[config.mk]
export PLATFORM = sky130hd
export DESIGN_NAME = char_lcd_refresh_sequencer_core
export DESIGN_NICKNAME = d
export VERILOG_FILES = /design/src/lcdrs_pkg.sv /design/src/char_lcd_refresh_sequencer_core.sv /design/src/lcdrs_ram.sv /design/src/lcdrs_datapath.sv /design/src/lcdrs_controller.sv
export SDC_FILE = /design/constraint.sdc
export NUM_CORES = 1
export LEC_CHECK = 0
export BUFFER_PORTS_ARGS = -buffer_cell sky130_fd_sc_hd__clkbuf_2
export CAP_MARGIN = 30
export CORE_ASPECT_RATIO = 1.4
export CORE_MARGIN = 4
export CORE_UTILIZATION = 35
export DETAILED_ROUTE_END_ITERATION = 16
export GPL_TIMING_DRIVEN = 0
export MAX_ROUTING_LAYER = met4
export PLACE_DENSITY = 0.47
export SETUP_SLACK_MARGIN = 0.5
export SLEW_MARGIN = 20
export SYNTH_ARGS = -nofsm -noshare
export SYNTH_HDL_FRONTEND = slang
export SYNTH_SLANG_ARGS = --single-unit
[constraint.sdc]
create_clock -name clock -period 6.61 [get_ports clock]
set_input_delay 0.3305 -clock clock [delete_from_list [all_inputs] [get_ports clock]]
set_output_delay 0.3305 -clock clock [all_outputs]
set_load 0.01 [all_outputs]
[src/lcdrs_pkg.sv]
// Shared types and constants for the character LCD refresh sequencer.
`default_nettype none

package lcdrs_pkg;

   // Input command codes.
   localparam logic [1:0] CMD_STORE = 2'd0;
   localparam logic [1:0] CMD_START = 2'd1;
   localparam logic [1:0] CMD_TICK  = 2'd2;

   // Result kinds on the display bus.
   localparam logic [1:0] KIND_COMMAND  = 2'd0;
   localparam logic [1:0] KIND_DATA     = 2'd1;
   localparam logic [1:0] KIND_FINISHED = 2'd2;

   localparam logic [7:0] CHAR_SPACE      = 8'h20;
   localparam logic [7:0] CHAR_NONE       = 8'h00;
   localparam logic [7:0] CMD_SET_ADDR    = 8'h80;
   localparam logic [7:0] LINE_TWO_OFFSET = 8'h40;
   localparam logic [7:0] CMD_LINE_ONE    = CMD_SET_ADDR;
   localparam logic [7:0] CMD_LINE_TWO    = CMD_SET_ADDR | LINE_TWO_OFFSET;

   typedef struct packed {
      logic [1:0] cmd;
      logic       row_index;
      logic [3:0] column_index;
      logic [7:0] char_code;
      logic       display_busy;
   } req_type;

   typedef struct packed {
      logic [1:0] bus_kind;
      logic [7:0] bus_data;
   } rsp_type;

   // Commands from the controller to the datapath.
   typedef struct packed {
      logic       store;
      logic       read;
      logic       pad_write;
      logic       cursor_clear;
      logic       col_step;
      logic       row_step;
      logic       out_valid;
      logic       out_use_ram;
      logic [1:0] out_kind;
      logic [7:0] out_byte;
   } dp_cmd_type;

   // Cursor status from the datapath to the controller.
   typedef struct packed {
      logic rows_done;
      logic row_end;
      logic pad_row_end;
      logic pad_done;
   } dp_status_type;

endpackage

`default_nettype wire

[src/char_lcd_refresh_sequencer_core.sv]
// Character LCD refresh sequencer: top level joining controller and datapath.
// Stores, ignored items and ticks that emit a command or the finished marker leave busy low;
// any result they cause shows in the next cycle.
// A tick that sends a character first reads the buffer RAM, whose read data is registered, then
// emits the character from ST_TICK_OUT through the result register.
// A start takes the transfer, then a read and a write per entry (ST_PAD_RD, then ST_PAD_WR).
// Its 0x80 command shows in the first cycle with busy low; results cannot be stalled.
// Synchronous reset clears the buffer's valid bits, cursor and refresh state at once.
`default_nettype none

module char_lcd_refresh_sequencer_core #(
   parameter int ROWS    = 2,
   parameter int COLUMNS = 16
) (
   input  wire logic               clock,
   input  wire logic               reset,
   input  wire logic               start,
   output      logic               busy,
   input  wire lcdrs_pkg::req_type req_item,
   output      logic               rsp_strobe,
   output      lcdrs_pkg::rsp_type rsp_item
);

   import lcdrs_pkg::*;

   dp_cmd_type    dp_cmd;
   dp_status_type dp_status;

   lcdrs_controller u_controller (
      .clock     (clock),
      .reset     (reset),
      .start     (start),
      .req_item  (req_item),
      .dp_status (dp_status),
      .busy      (busy),
      .dp_cmd    (dp_cmd)
   );

   lcdrs_datapath #(
      .ROWS    (ROWS),
      .COLUMNS (COLUMNS)
   ) u_datapath (
      .clock      (clock),
      .reset      (reset),
      .req_item   (req_item),
      .dp_cmd     (dp_cmd),
      .dp_status  (dp_status),
      .rsp_strobe (rsp_strobe),
      .rsp_item   (rsp_item)
   );

endmodule

`default_nettype wire

[src/lcdrs_ram.sv]
// Generic single-write, single-read RAM with registered read data.
`default_nettype none

module lcdrs_ram #(
   parameter int WIDTH = 8,
   parameter int DEPTH = 32
) (
   input  wire logic                                    clock,
   input  wire logic                                    wr_en,
   input  wire logic [((DEPTH > 1) ? $clog2(DEPTH) : 1)-1:0] wr_addr,
   input  wire logic [WIDTH-1:0]                        wr_data,
   input  wire logic                                    rd_en,
   input  wire logic [((DEPTH > 1) ? $clog2(DEPTH) : 1)-1:0] rd_addr,
   output      logic [WIDTH-1:0]                        rd_data
);

   logic [WIDTH-1:0] mem_ff [DEPTH];
   logic [WIDTH-1:0] rd_data_ff;

   always_ff @(posedge clock) begin
      if (wr_en) begin
         mem_ff[wr_addr] <= wr_data;
      end
      if (rd_en) begin
         rd_data_ff <= mem_ff[rd_addr];
      end
   end

   assign rd_data = rd_data_ff;

endmodule

`default_nettype wire

[src/lcdrs_datapath.sv]
// Datapath: character buffer, cursor counters, padding flag and result register.
`default_nettype none

module lcdrs_datapath #(
   parameter int ROWS    = 2,
   parameter int COLUMNS = 16
) (
   input  wire logic                  clock,
   input  wire logic                  reset,
   input  wire lcdrs_pkg::req_type    req_item,
   input  wire lcdrs_pkg::dp_cmd_type dp_cmd,
   output      lcdrs_pkg::dp_status_type dp_status,
   output      logic                  rsp_strobe,
   output      lcdrs_pkg::rsp_type    rsp_item
);

   import lcdrs_pkg::*;

   localparam int DEPTH  = ROWS * COLUMNS;
   localparam int ADDR_W = (DEPTH > 1) ? $clog2(DEPTH) : 1;
   localparam int ROW_W  = $clog2(ROWS + 1);
   localparam int COL_W  = $clog2(COLUMNS + 1);

   logic [ROW_W-1:0]  row_ff, row_in;
   logic [COL_W-1:0]  col_ff, col_in;
   logic              ended_ff, ended_in;
   logic [DEPTH-1:0]  valid_ff, valid_in;
   logic              rd_valid_ff, rd_valid_in;
   logic              rsp_strobe_ff, rsp_strobe_in;
   rsp_type           rsp_ff, rsp_in;

   logic [ADDR_W-1:0] cursor_addr;
   logic [ADDR_W-1:0] store_addr;
   logic              store_ok;
   logic [7:0]        ram_q;
   logic [7:0]        rd_byte;
   logic              ended_now;
   logic              wr_en;
   logic [ADDR_W-1:0] wr_addr;
   logic [7:0]        wr_data;

   assign cursor_addr = ADDR_W'(int'(row_ff) * COLUMNS + int'(col_ff));
   assign store_addr  = ADDR_W'(int'(req_item.row_index) * COLUMNS
                                + int'(req_item.column_index));
   assign store_ok    = dp_cmd.store && (int'(req_item.row_index) < ROWS)
                        && (int'(req_item.column_index) < COLUMNS);

   // Entries never written since reset read as zero.
   assign rd_byte   = rd_valid_ff ? ram_q : CHAR_NONE;
   assign ended_now = ended_ff || (rd_byte == CHAR_NONE);

   assign wr_en   = store_ok || (dp_cmd.pad_write && ended_now);
   assign wr_addr = dp_cmd.pad_write ? cursor_addr : store_addr;
   assign wr_data = dp_cmd.pad_write ? CHAR_SPACE : req_item.char_code;

   lcdrs_ram #(
      .WIDTH (8),
      .DEPTH (DEPTH)
   ) u_buffer (
      .clock   (clock),
      .wr_en   (wr_en),
      .wr_addr (wr_addr),
      .wr_data (wr_data),
      .rd_en   (dp_cmd.read),
      .rd_addr (cursor_addr),
      .rd_data (ram_q)
   );

   always_comb begin
      valid_in = valid_ff;
      if (wr_en) begin
         valid_in[wr_addr] = 1'b1;
      end
      rd_valid_in = dp_cmd.read ? valid_ff[cursor_addr] : rd_valid_ff;

      row_in = row_ff;
      col_in = col_ff;
      if (dp_cmd.cursor_clear) begin
         row_in = '0;
         col_in = '0;
      end else if (dp_cmd.row_step) begin
         row_in = row_ff + ROW_W'(1);
         col_in = '0;
      end else if (dp_cmd.col_step) begin
         col_in = col_ff + COL_W'(1);
      end

      ended_in = ended_ff;
      if (dp_cmd.pad_write) begin
         ended_in = ended_now;
      end
      if (dp_cmd.cursor_clear || dp_cmd.row_step) begin
         ended_in = 1'b0;
      end

      rsp_strobe_in = dp_cmd.out_valid;
      rsp_in        = rsp_ff;
      if (dp_cmd.out_valid) begin
         rsp_in.bus_kind = dp_cmd.out_kind;
         rsp_in.bus_data = dp_cmd.out_use_ram ? rd_byte : dp_cmd.out_byte;
      end
   end

   always_ff @(posedge clock) begin
      if (reset) begin
         row_ff        <= '0;
         col_ff        <= '0;
         ended_ff      <= 1'b0;
         valid_ff      <= '0;
         rd_valid_ff   <= 1'b0;
         rsp_strobe_ff <= 1'b0;
      end else begin
         row_ff        <= row_in;
         col_ff        <= col_in;
         ended_ff      <= ended_in;
         valid_ff      <= valid_in;
         rd_valid_ff   <= rd_valid_in;
         rsp_strobe_ff <= rsp_strobe_in;
      end
      rsp_ff <= rsp_in;
   end

   assign dp_status.rows_done   = (row_ff >= ROW_W'(ROWS));
   assign dp_status.row_end     = (col_ff >= COL_W'(COLUMNS));
   assign dp_status.pad_row_end = (col_ff == COL_W'(COLUMNS - 1));
   assign dp_status.pad_done    = (col_ff == COL_W'(COLUMNS - 1))
                                  && (row_ff == ROW_W'(ROWS - 1));

   assign rsp_strobe = rsp_strobe_ff;
   assign rsp_item   = rsp_ff;

endmodule

`default_nettype wire

[src/lcdrs_controller.sv]
// Controller: command decode, padding walk sequencing and refresh state.
`default_nettype none

module lcdrs_controller (
   input  wire logic                     clock,
   input  wire logic                     reset,
   input  wire logic                     start,
   input  wire lcdrs_pkg::req_type       req_item,
   input  wire lcdrs_pkg::dp_status_type dp_status,
   output      logic                     busy,
   output      lcdrs_pkg::dp_cmd_type    dp_cmd
);

   import lcdrs_pkg::*;

   typedef enum logic [3:0] {
      ST_IDLE     = 4'b0001,
      ST_PAD_RD   = 4'b0010,
      ST_PAD_WR   = 4'b0100,
      ST_TICK_OUT = 4'b1000
   } state_type;

   state_type state_ff, state_in;
   logic      active_ff, active_in;
   logic      accept;

   assign busy   = (state_ff != ST_IDLE);
   assign accept = start && !busy;

   always_comb begin
      state_in  = state_ff;
      active_in = active_ff;
      dp_cmd    = '0;

      unique case (state_ff)
         ST_IDLE: begin
            if (accept) begin
               unique case (req_item.cmd)
                  CMD_STORE: begin
                     dp_cmd.store = 1'b1;
                  end
                  CMD_START: begin
                     if (!active_ff) begin
                        dp_cmd.cursor_clear = 1'b1;
                        state_in            = ST_PAD_RD;
                     end
                  end
                  CMD_TICK: begin
                     if (active_ff && !req_item.display_busy) begin
                        if (dp_status.rows_done) begin
                           dp_cmd.out_valid = 1'b1;
                           dp_cmd.out_kind  = KIND_FINISHED;
                           dp_cmd.out_byte  = CHAR_NONE;
                           active_in        = 1'b0;
                        end else if (dp_status.row_end) begin
                           dp_cmd.out_valid = 1'b1;
                           dp_cmd.out_kind  = KIND_COMMAND;
                           dp_cmd.out_byte  = CMD_LINE_TWO;
                           dp_cmd.row_step  = 1'b1;
                        end else begin
                           dp_cmd.read = 1'b1;
                           state_in    = ST_TICK_OUT;
                        end
                     end
                  end
                  default: begin
                  end
               endcase
            end
         end
         ST_PAD_RD: begin
            dp_cmd.read = 1'b1;
            state_in    = ST_PAD_WR;
         end
         ST_PAD_WR: begin
            dp_cmd.pad_write = 1'b1;
            if (dp_status.pad_done) begin
               // Last entry padded: the refresh opens with the first line address.
               dp_cmd.cursor_clear = 1'b1;
               dp_cmd.out_valid    = 1'b1;
               dp_cmd.out_kind     = KIND_COMMAND;
               dp_cmd.out_byte     = CMD_LINE_ONE;
               active_in           = 1'b1;
               state_in            = ST_IDLE;
            end else begin
               if (dp_status.pad_row_end) begin
                  dp_cmd.row_step = 1'b1;
               end else begin
                  dp_cmd.col_step = 1'b1;
               end
               state_in = ST_PAD_RD;
            end
         end
         ST_TICK_OUT: begin
            dp_cmd.out_valid   = 1'b1;
            dp_cmd.out_kind    = KIND_DATA;
            dp_cmd.out_use_ram = 1'b1;
            dp_cmd.col_step    = 1'b1;
            state_in           = ST_IDLE;
         end
         default: begin
            state_in = ST_IDLE;
         end
      endcase
   end

   always_ff @(posedge clock) begin
      if (reset) begin
         state_ff  <= ST_IDLE;
         active_ff <= 1'b0;
      end else begin
         state_ff  <= state_in;
         active_ff <= active_in;
      end
   end

endmodule

`default_nettype wire

Word-level counts from Yosys, hierarchy flattened
Memories as Yosys holds them, arrays and structs flattened. A register that Yosys moved wholly into a read port is not among the register bits.
Cells that the tools add are included.
{"block": "word_totals", "mem_count": 1, "inputBits": 19, "elab_cells": 117, "register_bits": 57, "output_inout_bits": 12, "ramBits": 256}
{"block": "classes", "n_lt_le_gt_ge": 5, "reduce_logical": 18, "n_addsub": 4, "bitwise_logic": 1, "n_mux": 59, "n_eq_ne": 19}
{"name": "u_datapath.u_buffer.mem_ff", "depth": 32, "width": 8, "rd": 1, "rd_clocked_by_memory_dff": 1, "write_ports": 1, "line": "lcdrs_ram.sv:17", "source": "logic [WIDTH-1:0] mem_ff [DEPTH];"}
{"cell": "$mux W10", "n": 4}
{"cell": "$mux W8", "n": 5}
{"cell": "$or A32 B32 Y32", "n": 1}
{"cell": "$mux W1", "n": 25}
{"cell": "$mux W4", "n": 5}
{"cell": "$pmux W8 S2", "n": 1}
{"cell": "$mux W2", "n": 7}
{"cell": "$lt A5 B6 Y1 const B", "n": 2}
{"cell": "$ne A3 B3 Y1 const B", "n": 4}
{"cell": "$pmux W4 S3", "n": 1}
{"cell": "$reduce_and A6 Y1", "n": 2}
{"cell": "$pmux W1 S2", "n": 5}
{"cell": "$logic_not A8 Y1", "n": 1}
{"cell": "$pmux W4 S2", "n": 1}
{"cell": "$ne A2 B2 Y1 const B", "n": 3}
{"cell": "$pmux W2 S3", "n": 1}
{"cell": "$add A5 B1 Y5 const B", "n": 1}
{"cell": "$add A5 B4 Y5", "n": 1}
{"cell": "$add A5 B5 Y5", "n": 1}
{"cell": "$bmux W1 S5", "n": 1}
{"cell": "$demux W1 S5", "n": 1}
{"cell": "$eq A5 B4 Y1 const B", "n": 1}
{"cell": "$ge A5 B1 Y1 const B", "n": 1}
{"cell": "$ge A5 B5 Y1 const B", "n": 1}
{"cell": "20 further kinds", "n": 30}

Longest topological paths before layout
{"block": "depth", "depth_word": 10, "depth_mapped": 9, "depth_no_buf": 7}

Cells and area by module
A second synthesis with hierarchy kept.
{"block": "unflattened", "cells_unflattened": 746, "area_unflattened_um2": 13136.3}
{"mod": "lcdrs_ram", "n_inst": 1, "seq_area_each_um2": 7927.6, "cells_each": 417, "area_per_inst_um2": 10133.5}
{"mod": "lcdrs_datapath", "n_inst": 1, "seq_area_each_um2": 1141.1, "cells_each": 272, "area_per_inst_um2": 2539.9}
{"mod": "lcdrs_controller", "n_inst": 1, "seq_area_each_um2": 100.1, "cells_each": 57, "area_per_inst_um2": 462.9}

Worst setup path after synthesis
No wires, ideal clock.
{"block": "synth_timing", "path_type": "register to register", "start": "register u_controller.state_ff[3]", "end": "memory u_datapath.u_buffer.mem_ff[0][0], enable pin", "required_ps": 6240, "n_path_buf": 2, "period_less_slack_ps": 2286, "path_stages_with_launch": 7, "path_slack_ps": 4324, "setup_time_ps": 370, "arrival_ps": 1916, "path_cell_list": "dfxtp_1 or4b_4 buf_6 o2bb2ai_4 o21ai_2 buf_2 nor2_1"}
{"block": "synth_between", "elab_chain_len": 8, "word_cells_on_any_way": 13}
{"element": "start, declared", "line": "lcdrs_controller.sv:23", "source": "state_type state_ff, state_in;"}
{"element": "start signal, assigned", "line": "lcdrs_controller.sv:112", "source": "state_ff <= state_in;"}
{"element": "$ne A4 B1 Y1", "line": "lcdrs_controller.sv:27", "source": "assign busy = (state_ff != ST_IDLE);"}
{"element": "$logic_not A1 Y1", "line": "lcdrs_controller.sv:28", "source": "assign accept = start && !busy;"}
{"element": "$logic_and A1 B1 Y1", "line": "lcdrs_controller.sv:28"}
{"element": "$mux W2", "line": "lcdrs_controller.sv:37", "source": "if (accept) begin"}
{"element": "$mux W1", "line": "lcdrs_controller.sv:35", "source": "unique case (state_ff)"}
{"element": "$logic_or A1 B1 Y1", "line": "lcdrs_datapath.sv:52", "source": "assign wr_en = store_ok || (dp_cmd.pad_write && ended_now);"}
{"element": "$mux W1", "line": "lcdrs_ram.sv:21", "source": "if (wr_en) begin"}
{"element": "$mux W1 (implied by the code)", "line": "lcdrs_ram.sv:22", "source": "mem_ff[wr_addr] <= wr_data;"}
{"element": "end, declared", "line": "lcdrs_ram.sv:17"}
Parallel ways exist; a longest one is shown, timed or not.

Final worst setup path
{"block": "layout_timing", "start": "register u_controller.state_ff[3]", "end": "memory u_datapath.u_buffer.mem_ff[27][6], enable pin"}
Same word-level chain as after synthesis.

==> summary.txt <==
Setup path
  • FF-to-FF path depth: 7
  • Crit path capture: u_datapath.u_buffer.mem_ff[27][6]$_DFFE_PP_
  • R2R setup slack: 3.51 ns
  • Crit Path Category: register to register
  • Worst flop-to-flop path endpoint: u_datapath.u_buffer.mem_ff[27][6]$_DFFE_PP_
  • Crit Path Max Fanout: 10
  • Worst setup SP type: register
  • Crit. Startpoint: u_controller.state_ff[3]$_SDFFE_PP0P_
  • Crit path DAT: 3.29 ns
  • Reg2Reg Launch Point: u_controller.state_ff[3]$_SDFFE_PP0P_
  • Worst Path Required: 6.80 ns
  • Worst setup EP type: register

Power and ir drop
  • Peak VDD IR: 0.000196 V
  • LEAKAGE: 4.59 nW
  • Pwr/cell area: 275 nW/um2

CTS
  • CTS Hold Bufs: 0
  • Post-CTS Setup Inserts: 0
  • Post-cts sizing count: 0
  • TritonCTS Sinks: 321
  • CTS max path bufs: 3
  • CTS Root Cell: clkbuf_16
  • Clk slew on worst S/H paths: 0.07 ns
  • Worst skew pair latency: 0.57 ns
  • CTS Buf Count: 31
  • # H-tree levels: 1
  • CTS tree: done

Timing
  • Slew margin rel.: 40.5%
  • RSZ-0062 raised after global routing: false
  • Pins Over Slew Limit: 0
  • Clk_skew: 0.0149 ns
  • Setup TNS: 0 ns
  • Setup-failing EPs final: 0
  • Final worst path period need: 3.10 ns
  • Fmax: 0.323 GHz
  • Worst Max-Slew Pin Slew: 0.889 ns
  • Endpoints failing hold: 0
  • Setup ws final: 3.51 ns
  • Final period util: 46.9%

Drt
  • Drt total wl: 31.6 mm
  • DRT Pass-1 Iters: 5
  • # DRC: 0
  • Total number of vias: 6,712
  • WL per Instance: 25.1 um
  • First DRT Iteration DRCs: 399
  • Final ANT Viol Nets: 0
  • Vias/cell: 5.33

Synthesis
  • Number of synthesized register bits: 321
  • Yosys warning total: 0
  • Dominant synthesized flop cell: edfxtp_1
  • Post-synth EDFFs: 274
  • Mapped cell area: 12,900 um2
  • Syn Inst Count: 704
  • Post-synthesis area per instance: 18.4 um2
  • Register area share after synthesis: 70.8%
  • Unique masters post-synth: 64
  • FFs w/ async S/R, synth: 0%
  • Syn_nets: 730

Placed design
  • Final Wtd Congestion: 0.884
  • Worst slack at placement: 3.43 ns
  • Dpl hpwl: 21.6 mm
  • Port bufs: 30

Global route
  • Grt total ovfl: 0
  • Vias in the first global route: 7,226
  • Antenna violations before repair: 0
  • Overall routing resource usage: 16.3%
  • Largest net degree at the start of global routing: 33
  • First-pass GRT wire length: 47.3 mm

Flow run
  • Max Cap Viol: 0

Floorplanning
  • Initial Util: 35.3%
  • I/O pin total: 31
  • Die H: 236 um
  • CORE AREA: 36,700 um2
  • Die ar.: 40,200 um2
  • Die W: 171 um
  • Num rows: 83

Min path
  • Hold Crit Class: primary input to register

Final layout
  • NumNets Final: 794
  • Area growth from synthesis to layout: 14.0%
  • Layout cell share with drive strength beyond 1: 27.1%
  • Inserted Diodes: 0
  • Fillers: 3,288

Outcome
  • Outcome: finished clean
==> worst max-delay path, cell delays in order (launching register included) <==
cell	delay [ns]
dfxtp_1	0.36
nor4b_2	0.67
buf_2	0.38
nand3_1	0.11
nand2_1	0.09
nand2_2	0.14
buf_2	0.28
nor2_1	0.69
==> per-stage QoR <==
stage / instance area (um2) / cells / hold WS [ns] / utilization, % / power [mW]
6_report: 14800 / 1260 / 0.192 / 40.3 / 4.05
5_1_grt: 14800 / 1260 / 0.181 / 40.3 / 4.19
4_1_cts: 14800 / 1260 / 0.156 / 40.3 / 4.10
3_5_place_dp: 13700 / 1202 / 0.446 / 37.4 / 2.33
3_3_place_gp: 13700 / 1201 / 0.440 / 37.3 / 2.32
2_1_floorplan: 12900 / 704 / 0.427 / - / 2.28
==> state kept, by name, indices dropped and copies added (netlist names) <==
signal	flops
u_datapath.ended_ff	1
u_datapath.u_buffer.mem_ff	256
u_datapath.row_ff	2
u_datapath.rsp_strobe	1
u_datapath.col_ff	5
u_datapath.rsp_item	10
u_datapath.u_buffer.rd_data	8
u_controller.state_ff	4
u_controller.active_ff	1
u_datapath.valid_ff	32
u_datapath.rd_valid_ff	1
==> how the worst min path moves through the flow <==
| stage | start | to | slack [ns] | depth (start not counted) |
|---|---|---|---|---|
| 3_3_place_gp | u_datapath.valid_ff[29]$_SDFFE_PP0P_ | u_datapath.valid_ff[29]$_SDFFE_PP0P_ | 0.44 | 1 |
| 6_report | start | u_controller.state_ff[3]$_SDFFE_PP0P_ | 0.19 | 3 |
| 3_5_place_dp | u_datapath.valid_ff[29]$_SDFFE_PP0P_ | u_datapath.valid_ff[29]$_SDFFE_PP0P_ | 0.45 | 1 |
| 5_1_grt | start | u_controller.state_ff[3]$_SDFFE_PP0P_ | 0.18 | 3 |
| 2_1_floorplan | u_datapath.valid_ff[10]$_SDFFE_PP0P_ | u_datapath.valid_ff[10]$_SDFFE_PP0P_ | 0.43 | 1 |
| 4_1_cts | start | u_controller.state_ff[3]$_SDFFE_PP0P_ | 0.16 | 3 |
==> final cells by class <==
class / count / area (um2) / area share [%]
clock buffer: 46 / 925 / 6.27
timing repair buffer: 31 / 178 / 1.20
inverter: 14 / 52.6 / 0.356
tap: 467 / 584 / 3.96
buffer: 39 / 203 / 1.37
sequential: 321 / 9170 / 62.1
clock inverter: 12 / 113 / 0.763
multi-input combinational: 330 / 3530 / 23.9
==> synthesized netlist by cell type, drive strengths merged (4+ instances only) <==
library cell	count	area, um2
and3	9	56.3
edfxtp	274	8230
inv	14	52.6
nor3	5	30.0
nor4b	4	41.3
and2	10	62.6
buf	26	154
o21ai	13	83.8
nor3b	7	62.6
nand2	12	47.6
o2bb2ai	28	264
xor2	4	42.6
or2	5	31.3
nand3	6	30.0
o22ai	5	31.3
clkbuf	13	48.8
nand2b	5	46.3
ha	7	87.6
mux2	4	45.0
a21oi	6	33.8
dfxtp	47	941
mux2i	22	224
nor2	58	223
a221oi	10	87.6
mux4	76	1710
==> logic make-up (layout without fill, tap and decap cells) <==
kind of cell | after synthesis | in the layout | share of synthesized area, %
XOR/XNOR | 7 | 7 | 0.532
adder cells (fa/ha/maj) | 7 | 7 | 0.676
buffers and inverters | 53 | 142 | 1.97
multiplexers | 102 | 102 | 15.3
flip-flops | 321 | 321 | 70.8
AND/OR/NAND/NOR | 134 | 134 | 5.62
AO/OA/AOI/OAI | 80 | 80 | 5.07
==> layer usage <==
| metal | part of all wire (%) | track usage (%) |
|---|---|---|
| met1 | 39 | 19.3 |
| met2 | 52 | 27.6 |
| met3 | 3.9 | 2.08 |
| met4 | 5.3 | 7.68 |
| met5 | 0 | - |
==> cell usage in the layout (no fill, tap or decap), types with 4 or more instances in the layout <==
| cell type | Yosys | routed |
|---|---|---|
| clkbuf_1 | 13 | 18 |
| inv_1 | 14 | 14 |
| buf_4 | 8 | 8 |
| a221oi_1 | 10 | 10 |
| edfxtp_1 | 274 | 274 |
| and2_2 | 0 | 7 |
| buf_2 | 15 | 15 |
| ha_1 | 7 | 7 |
| clkinv_2 | 0 | 4 |
| mux4_2 | 76 | 76 |
| clkinv_1 | 0 | 4 |
| mux2i_1 | 21 | 21 |
| nor3_1 | 4 | 4 |
| nor3b_1 | 5 | 5 |
| o21ai_1 | 3 | 4 |
| o22ai_1 | 5 | 5 |
| dfxtp_1 | 47 | 47 |
| nor2_1 | 56 | 56 |
| and3_1 | 9 | 9 |
| clkbuf_16 | 0 | 32 |
| o21ai_2 | 5 | 5 |
| nand2_1 | 11 | 11 |
| o21ai_0 | 5 | 4 |
| o2bb2ai_1 | 27 | 27 |
| a21oi_1 | 5 | 5 |
| clkbuf_2 | 0 | 30 |
| mux2_2 | 4 | 4 |
| clkbuf_8 | 0 | 6 |
| nand3_1 | 6 | 6 |
==> power breakdown <==
part | total [mW] | internal [mW] | switching [mW]
registers | 2.20 | 2.20 | 0.00208
logic | 0.0808 | 0.0193 | 0.0615
clock network | 1.77 | 1.04 | 0.730
total | 4.05 | 3.26 | 0.793
No activity file was read; power rests on OpenSTA's default activity.
